`config.mk`:
```
export PLATFORM = sky130hd
export DESIGN_NAME = replay_window_check_unit
export DESIGN_NICKNAME = d
export VERILOG_FILES = /design/src/rtl/core/rwc_pkg.sv /design/src/rtl/core/rwc_judge.sv /design/src/rtl/core/replay_window_check_unit.sv
export SDC_FILE = /design/constraint.sdc
export NUM_CORES = 1
export LEC_CHECK = 0
export BUFFER_PORTS_ARGS = -buffer_cell sky130_fd_sc_hd__buf_4
export CAP_MARGIN = 20
export CORE_MARGIN = 2
export CORE_UTILIZATION = 50
export CTS_CLUSTER_DIAMETER = 200
export DETAILED_ROUTE_END_ITERATION = 8
export PLACE_DENSITY = 0.78
export SYNTH_ARGS = -nofsm -noshare
export SYNTH_HDL_FRONTEND = slang
export SYNTH_HIERARCHICAL = 1
export SYNTH_SLANG_ARGS = --single-unit
```
`constraint.sdc`:
```
create_clock -name clk -period 5.2 [get_ports clk]
set_clock_uncertainty 0.1 [all_clocks]
set_input_delay 1.04 -clock clk [delete_from_list [all_inputs] [get_ports clk]]
set_output_delay 1.04 -clock clk [all_outputs]
set_load 0.03 [all_outputs]
```
`src/rtl/core/rwc_pkg.sv`:
```
`timescale 1ns / 1ps
// ----------------------------------------------------------------------------
// rwc_pkg
// Shared types and constants of the replay window check unit.
// ----------------------------------------------------------------------------
package rwc_pkg;

	localparam int unsigned WINDOW_BITS_DEF = 64;
	localparam int unsigned CTR_W           = 32;
	localparam int unsigned VERDICT_W       = 3;
	localparam int unsigned IN_DATA_W       = 64;
	localparam int unsigned OUT_DATA_W      = 8;

	typedef enum logic [VERDICT_W-1:0] {
		V_FIRST     = 3'd0,
		V_NEW       = 3'd1,
		V_REORDERED = 3'd2,
		V_OLD_BOOT  = 3'd3,
		V_STALE     = 3'd4,
		V_DUPLICATE = 3'd5
	} verdict_t;

	// window state apart from the bitmap, whose width follows the window size
	typedef struct packed {
		logic             seeded;
		logic [CTR_W-1:0] boot;
		logic [CTR_W-1:0] high;
	} rwc_ctr_t;

	// serial-number "newer": difference non-zero and below half the range
	function automatic logic is_newer(input logic [CTR_W-1:0] d);
		is_newer = (d != '0) && !d[CTR_W-1];
	endfunction

	function automatic logic is_accept(input verdict_t v);
		is_accept = (v == V_FIRST) || (v == V_NEW) || (v == V_REORDERED);
	endfunction

endpackage

```
`src/rtl/core/rwc_judge.sv`:
```
`timescale 1ns / 1ps
// ----------------------------------------------------------------------------
// rwc_judge
// Verdict and next window state for one packet against the current window.
// ----------------------------------------------------------------------------
module rwc_judge #(
	parameter int unsigned WINDOW_BITS = rwc_pkg::WINDOW_BITS_DEF
) (
	input  logic [rwc_pkg::CTR_W-1:0] boot_count,
	input  logic [rwc_pkg::CTR_W-1:0] packet_count,
	input  rwc_pkg::rwc_ctr_t         cur,
	input  logic [WINDOW_BITS-1:0]    mask_cur,
	output rwc_pkg::rwc_ctr_t         nxt,
	output logic [WINDOW_BITS-1:0]    mask_nxt,
	output rwc_pkg::verdict_t         verdict
);

	localparam int unsigned IDX_W = (WINDOW_BITS > 1) ? $clog2(WINDOW_BITS) : 1;
	localparam logic [WINDOW_BITS-1:0] ONE = {{(WINDOW_BITS-1){1'b0}}, 1'b1};
	localparam logic [rwc_pkg::CTR_W-1:0] WIN = rwc_pkg::CTR_W'(WINDOW_BITS);

	logic [rwc_pkg::CTR_W-1:0] boot_d;
	logic [rwc_pkg::CTR_W-1:0] fwd_d;
	logic [rwc_pkg::CTR_W-1:0] back_d;
	logic [WINDOW_BITS-1:0]    back_bit;

	assign boot_d   = boot_count - cur.boot;
	assign fwd_d    = packet_count - cur.high;
	assign back_d   = cur.high - packet_count;
	assign back_bit = ONE << back_d[IDX_W-1:0];

	always_comb begin
		nxt      = cur;
		mask_nxt = mask_cur;
		verdict  = rwc_pkg::V_FIRST;
		if (!cur.seeded) begin
			nxt.seeded = 1'b1;
			nxt.boot   = boot_count;
			nxt.high   = packet_count;
			mask_nxt   = ONE;
			verdict    = rwc_pkg::V_FIRST;
		end else if (boot_count != cur.boot) begin
			if (rwc_pkg::is_newer(boot_d)) begin
				nxt.boot = boot_count;
				nxt.high = packet_count;
				mask_nxt = ONE;
				verdict  = rwc_pkg::V_NEW;
			end else begin
				verdict = rwc_pkg::V_OLD_BOOT;
			end
		end else if (rwc_pkg::is_newer(fwd_d)) begin
			// slide; a jump past the window leaves only the new counter
			if (fwd_d >= WIN) begin
				mask_nxt = ONE;
			end else begin
				mask_nxt = (mask_cur << fwd_d[IDX_W-1:0]) | ONE;
			end
			nxt.high = packet_count;
			verdict  = rwc_pkg::V_NEW;
		end else if (back_d >= WIN) begin
			verdict = rwc_pkg::V_STALE;
		end else if ((mask_cur & back_bit) != '0) begin
			verdict = rwc_pkg::V_DUPLICATE;
		end else begin
			mask_nxt = mask_cur | back_bit;
			verdict  = rwc_pkg::V_REORDERED;
		end
	end

endmodule

```
`src/rtl/core/replay_window_check_unit.sv`:
```
`timescale 1ns / 1ps
// ----------------------------------------------------------------------------
// replay_window_check_unit
// Sliding-window anti-replay check on boot epoch and packet counter.
// ----------------------------------------------------------------------------
// Usage:
//   Slave stream s_*: one request per packet, s_tdata = {packet_count,
//   boot_count}. Master stream m_*: one verdict per request, in order,
//   m_tdata = {4'b0, accepted, verdict}.
//   Verdicts: first, new, reordered (accepted); old boot, stale, duplicate
//   (rejected).
// Path: each request is judged on leaving the input register; its verdict is registered for m_*.
// Throughput: one request per cycle while m_tready stays high. The window state
//   is read and rewritten in the same cycle the request leaves the input
//   register, so the next request always sees the updated window.
// Reset: arst_n clears both stage valids and the window; the first request
//   after reset seeds the window and is reported as first.
// Stall: while m_tready is low with a verdict held, the input register keeps
//   one more request; s_tready drops only when both are full.
// ----------------------------------------------------------------------------
module replay_window_check_unit #(
	parameter int unsigned WINDOW_BITS = rwc_pkg::WINDOW_BITS_DEF
) (
	input  logic                           clk,
	input  logic                           arst_n,
	input  logic                           s_tvalid,
	output logic                           s_tready,
	input  logic [rwc_pkg::IN_DATA_W-1:0]  s_tdata,  // boot_count[31:0], packet_count[63:32]
	output logic                           m_tvalid,
	input  logic                           m_tready,
	output logic [rwc_pkg::OUT_DATA_W-1:0] m_tdata   // verdict[2:0], accepted[3], zero[7:4]
);

	// input register
	logic                            valid_s1;
	logic [rwc_pkg::CTR_W-1:0]       boot_s1;
	logic [rwc_pkg::CTR_W-1:0]       pkt_s1;

	// result register
	logic                            valid_s2;
	rwc_pkg::verdict_t               verdict_s2;
	logic                            accepted_s2;

	// window state
	rwc_pkg::rwc_ctr_t               ctr_q;
	logic [WINDOW_BITS-1:0]          mask_q;

	rwc_pkg::rwc_ctr_t               ctr_nxt;
	logic [WINDOW_BITS-1:0]          mask_nxt;
	rwc_pkg::verdict_t               verdict;

	logic                            advance;
	logic                            take_in;

	// request moves from s1 into the result register when that is free or draining
	assign advance  = valid_s1 && (!valid_s2 || m_tready);
	assign s_tready = !valid_s1 || advance;
	assign take_in  = s_tvalid && s_tready;

	always_ff @(posedge clk or negedge arst_n) begin
		if (!arst_n) begin
			valid_s1 <= 1'b0;
		end else if (take_in) begin
			valid_s1 <= 1'b1;
		end else if (advance) begin
			valid_s1 <= 1'b0;
		end
	end

	always_ff @(posedge clk) begin
		if (take_in) begin
			boot_s1 <= s_tdata[rwc_pkg::CTR_W-1:0];
			pkt_s1  <= s_tdata[2*rwc_pkg::CTR_W-1:rwc_pkg::CTR_W];
		end
	end

	rwc_judge #(
		.WINDOW_BITS(WINDOW_BITS)
	) u_judge (
		.boot_count  (boot_s1),
		.packet_count(pkt_s1),
		.cur         (ctr_q),
		.mask_cur    (mask_q),
		.nxt         (ctr_nxt),
		.mask_nxt    (mask_nxt),
		.verdict     (verdict)
	);

	// window updates only as the request is judged
	always_ff @(posedge clk or negedge arst_n) begin
		if (!arst_n) begin
			ctr_q  <= '0;
			mask_q <= '0;
		end else if (advance) begin
			ctr_q  <= ctr_nxt;
			mask_q <= mask_nxt;
		end
	end

	always_ff @(posedge clk or negedge arst_n) begin
		if (!arst_n) begin
			valid_s2 <= 1'b0;
		end else if (advance) begin
			valid_s2 <= 1'b1;
		end else if (m_tready) begin
			valid_s2 <= 1'b0;
		end
	end

	always_ff @(posedge clk) begin
		if (advance) begin
			verdict_s2  <= verdict;
			accepted_s2 <= rwc_pkg::is_accept(verdict);
		end
	end

	assign m_tvalid = valid_s2;
	assign m_tdata  = {4'b0000, accepted_s2, verdict_s2};

	// ------------------------------------------------------------------
	// checks
	// ------------------------------------------------------------------
	a_accept_code: assert property (@(posedge clk) disable iff (!arst_n)
		valid_s2 |-> (accepted_s2 == rwc_pkg::is_accept(verdict_s2)))
		else $error("accepted flag disagrees with verdict");

	a_seed_sticky: assert property (@(posedge clk) disable iff (!arst_n)
		ctr_q.seeded |=> ctr_q.seeded)
		else $error("window lost its seed");

	a_first_once: assert property (@(posedge clk) disable iff (!arst_n)
		(advance && !ctr_q.seeded) |=> (verdict_s2 == rwc_pkg::V_FIRST))
		else $error("unseeded request not reported as first");

	a_head_bit: assert property (@(posedge clk) disable iff (!arst_n)
		ctr_q.seeded |-> mask_q[0])
		else $error("newest counter missing from bitmap");

	a_no_loss: assert property (@(posedge clk) disable iff (!arst_n)
		(valid_s2 && !m_tready) |=> valid_s2)
		else $error("held verdict dropped");

endmodule

```
==> out/results.md <==
### Critical path
- flop to flop — critical setup path kind
- 16 — worst-case reg-to-reg path depth
- 130 ps — worst reg-to-reg setup slack
- 5540 ps — required time reported for the critical path endpoint
- pkt_s1[2] — Critical path origin
- 10 — crit path max fanout
- mask_q[47] — destination of the worst register-to-register timing path
- flop — Worst setup SP type
- 5410 ps — worst endpoint data arrival time
- mask_q[47] — Worst Setup EP
- flop — type of destination of the critical path
- pkt_s1[2] — RR Startpoint

### Clock tree
- 0 — Setup Fix Bufs, Post-CTS
- 490 ps — worst skew pair latency
- 0 — count of cells resized by post-cts repair
- 90 ps — clock slew at reported path FFs
- 4 — CTS HTree Levels
- sky130_fd_sc_hd__clkbuf_16 — root buffer cell
- 17 — TritonCTS Buffers
- 199 — clock tree sinks
- 2 — Clock Path Buffers
- built — clock tree from TritonCTS
- 0 — hold-fix buffer count after cts

### Die
- 206 um — width of the die
- 0.0406 sq mm — area inside the core boundary
- 50.4% — initial cell density of the core
- 0.0426 sq mm — die area
- 78 — Top-Level Pins
- 74 — Rows
- 206 um — vertical extent of the die

### Layout
- 2488 — net count of the finished layout
- 8.42% — area grow syn2layout
- 54.6% — fin util
- 0 — diodes inserted
- 18.7% — fraction of final layout cells with drive strength greater than 1

### GRT
- 104000 um — wire length of the first global-routing pass
- 18400 — vias in the first global route
- 107 — pin count of the biggest net entering global routing
- 31.4% — overall fraction of global-route tracks in use
- 1 — antenna violations before repair
- 0 — grt ovf

### Logic synthesis
- 23.6% — complex-gate fraction of the synthesized area
- 259 x sky130_fd_sc_hd__nand2_1, 170 x sky130_fd_sc_hd__o21ai_0, 154 x sky130_fd_sc_hd__a21oi_1, 144 x sky130_fd_sc_hd__a211oi_1, 131 x sky130_fd_sc_hd__dfrtp_1 — top post-synthesis cells by count
- sky130_fd_sc_hd__nand2_1 — most numerous cell in the Yosys netlist
- 6 — yosys synthesis warning count
- 5.98% — share of synthesized cell area in full adder, half adder and majority cells
- 68 — number of synthesized flops with an enable pin
- 2318 — cell count after synthesis
- 8.83 sq um — average instance area after synthesis
- sky130_fd_sc_hd__dfrtp_1 — leading register cell type out of synthesis
- 199 — number of synthesized register bits
- 0.0205 sq mm — total standard cell area after synthesis
- 3.10% — XOR/XNOR share of the synthesized area
- compound AO/OA/AOI/OAI gates — main combinational cell family by area after synthesis
- 65.8% — async set-reset flop share out of synthesis
- sky130_fd_sc_hd__dfrtp_1 16%, sky130_fd_sc_hd__edfxtp_1 10%, sky130_fd_sc_hd__mux2_4 7.3% — leading cell types by total area after synthesis
- 99 — number of different library cells in the post-synthesis netlist
- 19.4% — multiplexer share of the synthesized area
- sky130_fd_sc_hd__dfrtp_1 — cell taking the most area after synthesis
- 16.0% — share of the synthesized area in the top cell type
- 14.7% — simple-gate share of the synthesized area
- 26.0% — register area share after synthesis

### Power and ir drop
- 524 uV — worst vdd rail ir drop
- 55.3% — switching part of the total power
- 9.2% — clock share of power
- 9.14 nW — leakage power figure
- 8.19 mW — Sw Pwr
- 6.62 mW — internal power
- 14.5% — part of the power in registers
- 667 mW/mm^2 — total power divided by cell area
- 14.8 mW — sum of internal, switching and leakage power
- 76.3% — relative contribution of combinational cells to total power

### Placed design
- 49300 um — estimated wirelength of the detail-placed design
- 1.04 — final weighted congestion of routability-driven global placement
- 73 — number of I/O port buffers

### Routing
- 67200 um — Detailed Route WL
- 0 — remaining routing DRC violations
- 23.4 um — Routed wire per std cell
- 0 — remaining antenna violation count
- 2361 — violation count after the first detailed-route iteration
- 19300 — vias after detailed routing
- 6 — number of iterations in the first detailed-routing pass
- 6.72 — vias per cell

### Timing
- 97.5% — portion of the clock cycle consumed by the worst path in the final layout
- 0 — number of max-slew violations in the final report
- 394 ps — Post-Route Hold Slack
- 1040 ps — slew at the pin with the worst max-slew slack
- 197 MHz — fmax
- 5070 ps — Min Clock Period, post-route
- 30.3% — remaining max-slew budget at the tightest pin
- true — RSZ-0062 raised after global routing
- 0 ps — final-layout setup total negative slack
- 0 — Hold Fails Final Rpt
- 0 — number of setup violations in the final report

### Min path
- flop to flop — class of the tightest hold or removal check

### Outcome
- completed — outcome

### Run
- 0 — number of max-capacitance violations reported

-- metal layers --
metal	GRT usage, %	vias up	wire length [um]
met5	0	-	0
met4	17.0	0	3860
met3	5.63	256	5650
met2	49.1	1050	29800
met1	41.1	9315	27900
li1	-	8664	-
-- state kept, by name (all words and copies together), names as in the netlist --
name and flops:
verdict_s2 3, valid_s1 1, ctr_q 65, pkt_s1 32, mask_q 64, m_tvalid 1
boot_s1 32, accepted_s2 1
-- layout make-up --
cell class              count  area (sq um)
clock buffers              18           439
clock inverters            14           150
fillers                  3657         18500
inverters                 123           462
multi-input cells        1815         13800
flip-flops and latches    199          5320
well taps                 532           666
repair buffers            168          1340
-- critical path, cell delays in order (launching register included) --
cell and delay, ps:
sky130_fd_sc_hd__edfxtp_1 390, sky130_fd_sc_hd__inv_1 60, sky130_fd_sc_hd__ha_1 420, sky130_fd_sc_hd__buf_4 250, sky130_fd_sc_hd__and3_1 190, sky130_fd_sc_hd__o21ai_1 130, sky130_fd_sc_hd__a21oi_1 340, sky130_fd_sc_hd__nand2b_1 440
sky130_fd_sc_hd__nor2_1 110, sky130_fd_sc_hd__o211ai_1 250, sky130_fd_sc_hd__o2111ai_1 140, sky130_fd_sc_hd__or4_4 590, sky130_fd_sc_hd__buf_4 200, sky130_fd_sc_hd__nor4_4 740, sky130_fd_sc_hd__a211oi_1 200, sky130_fd_sc_hd__a211oi_1 280
sky130_fd_sc_hd__mux2_4 180
-- metrics by stage --
| stage | setup slack, ps | cell area (sq um) | instances |
|---|---|---|---|
| 2_1_floorplan | 946 | 20500 | 2321 |
| 3_3_place_gp | 320 | 21600 | 2836 |
| 3_5_place_dp | 306 | 21600 | 2836 |
| 4_1_cts | 265 | 22200 | 2868 |
| 5_1_grt | -36.4 | 22200 | 2869 |
| 6_report | 130 | 22200 | 2869 |
-- worst min-delay path by stage --
stage / from / cells after the start / to
6_report: valid_s1 / 1 / m_tvalid
5_1_grt: valid_s1 / 1 / m_tvalid
4_1_cts: valid_s1 / 1 / m_tvalid
3_5_place_dp: valid_s1 / 1 / m_tvalid
3_3_place_gp: valid_s1 / 1 / m_tvalid
2_1_floorplan: valid_s1 / 1 / m_tvalid
-- power groups by stage --
stage | sequential [mW] | combinational (mW) | clock, mW
2_1_floorplan | 2.11 | 7.82 | 0
3_3_place_gp | 2.15 | 10.7 | 0
3_5_place_dp | 2.17 | 10.9 | 0
4_1_cts | 2.14 | 10.9 | 1.40
5_1_grt | 2.18 | 12.0 | 1.45
6_report | 2.14 | 11.3 | 1.37
-- cell families (layout without fill, tap and decap cells) --
group,Yosys count,count (layout)
AO/OA/AOI/OAI,745,745
other,2,5
adder cells (fa/ha/maj),96,96
buffers and inverters,308,323
flip-flops,199,199
AND/OR/NAND/NOR,613,614
XOR/XNOR,69,69
multiplexers,286,286
-- cells in the final DEF, fill, tap and decap left out, drive strengths merged, types with 14 or more instances in the layout --
| cell | netlist | final |
|---|---|---|
| a21oi | 156 | 156 |
| nor3 | 28 | 28 |
| o21a | 14 | 14 |
| dfrtp | 131 | 131 |
| nand3 | 61 | 61 |
| mux2 | 146 | 146 |
| a211oi | 144 | 144 |
| nor2 | 102 | 102 |
| o211ai | 61 | 61 |
| and2 | 19 | 19 |
| nor2b | 13 | 14 |
| clkbuf | 104 | 18 |
| xor2 | 24 | 24 |
| edfxtp | 68 | 68 |
| nand4 | 39 | 39 |
| buf | 81 | 168 |
| o22ai | 21 | 21 |
| xnor2 | 45 | 45 |
| nand2 | 259 | 259 |
| nor4 | 22 | 22 |
| ha | 93 | 93 |
| inv | 121 | 130 |
| mux4 | 45 | 45 |
| and3 | 15 | 15 |
| o21ai | 199 | 199 |
| mux2i | 95 | 95 |
| a31oi | 19 | 19 |
| a21o | 25 | 25 |
Power figures use the tool's default switching activity.
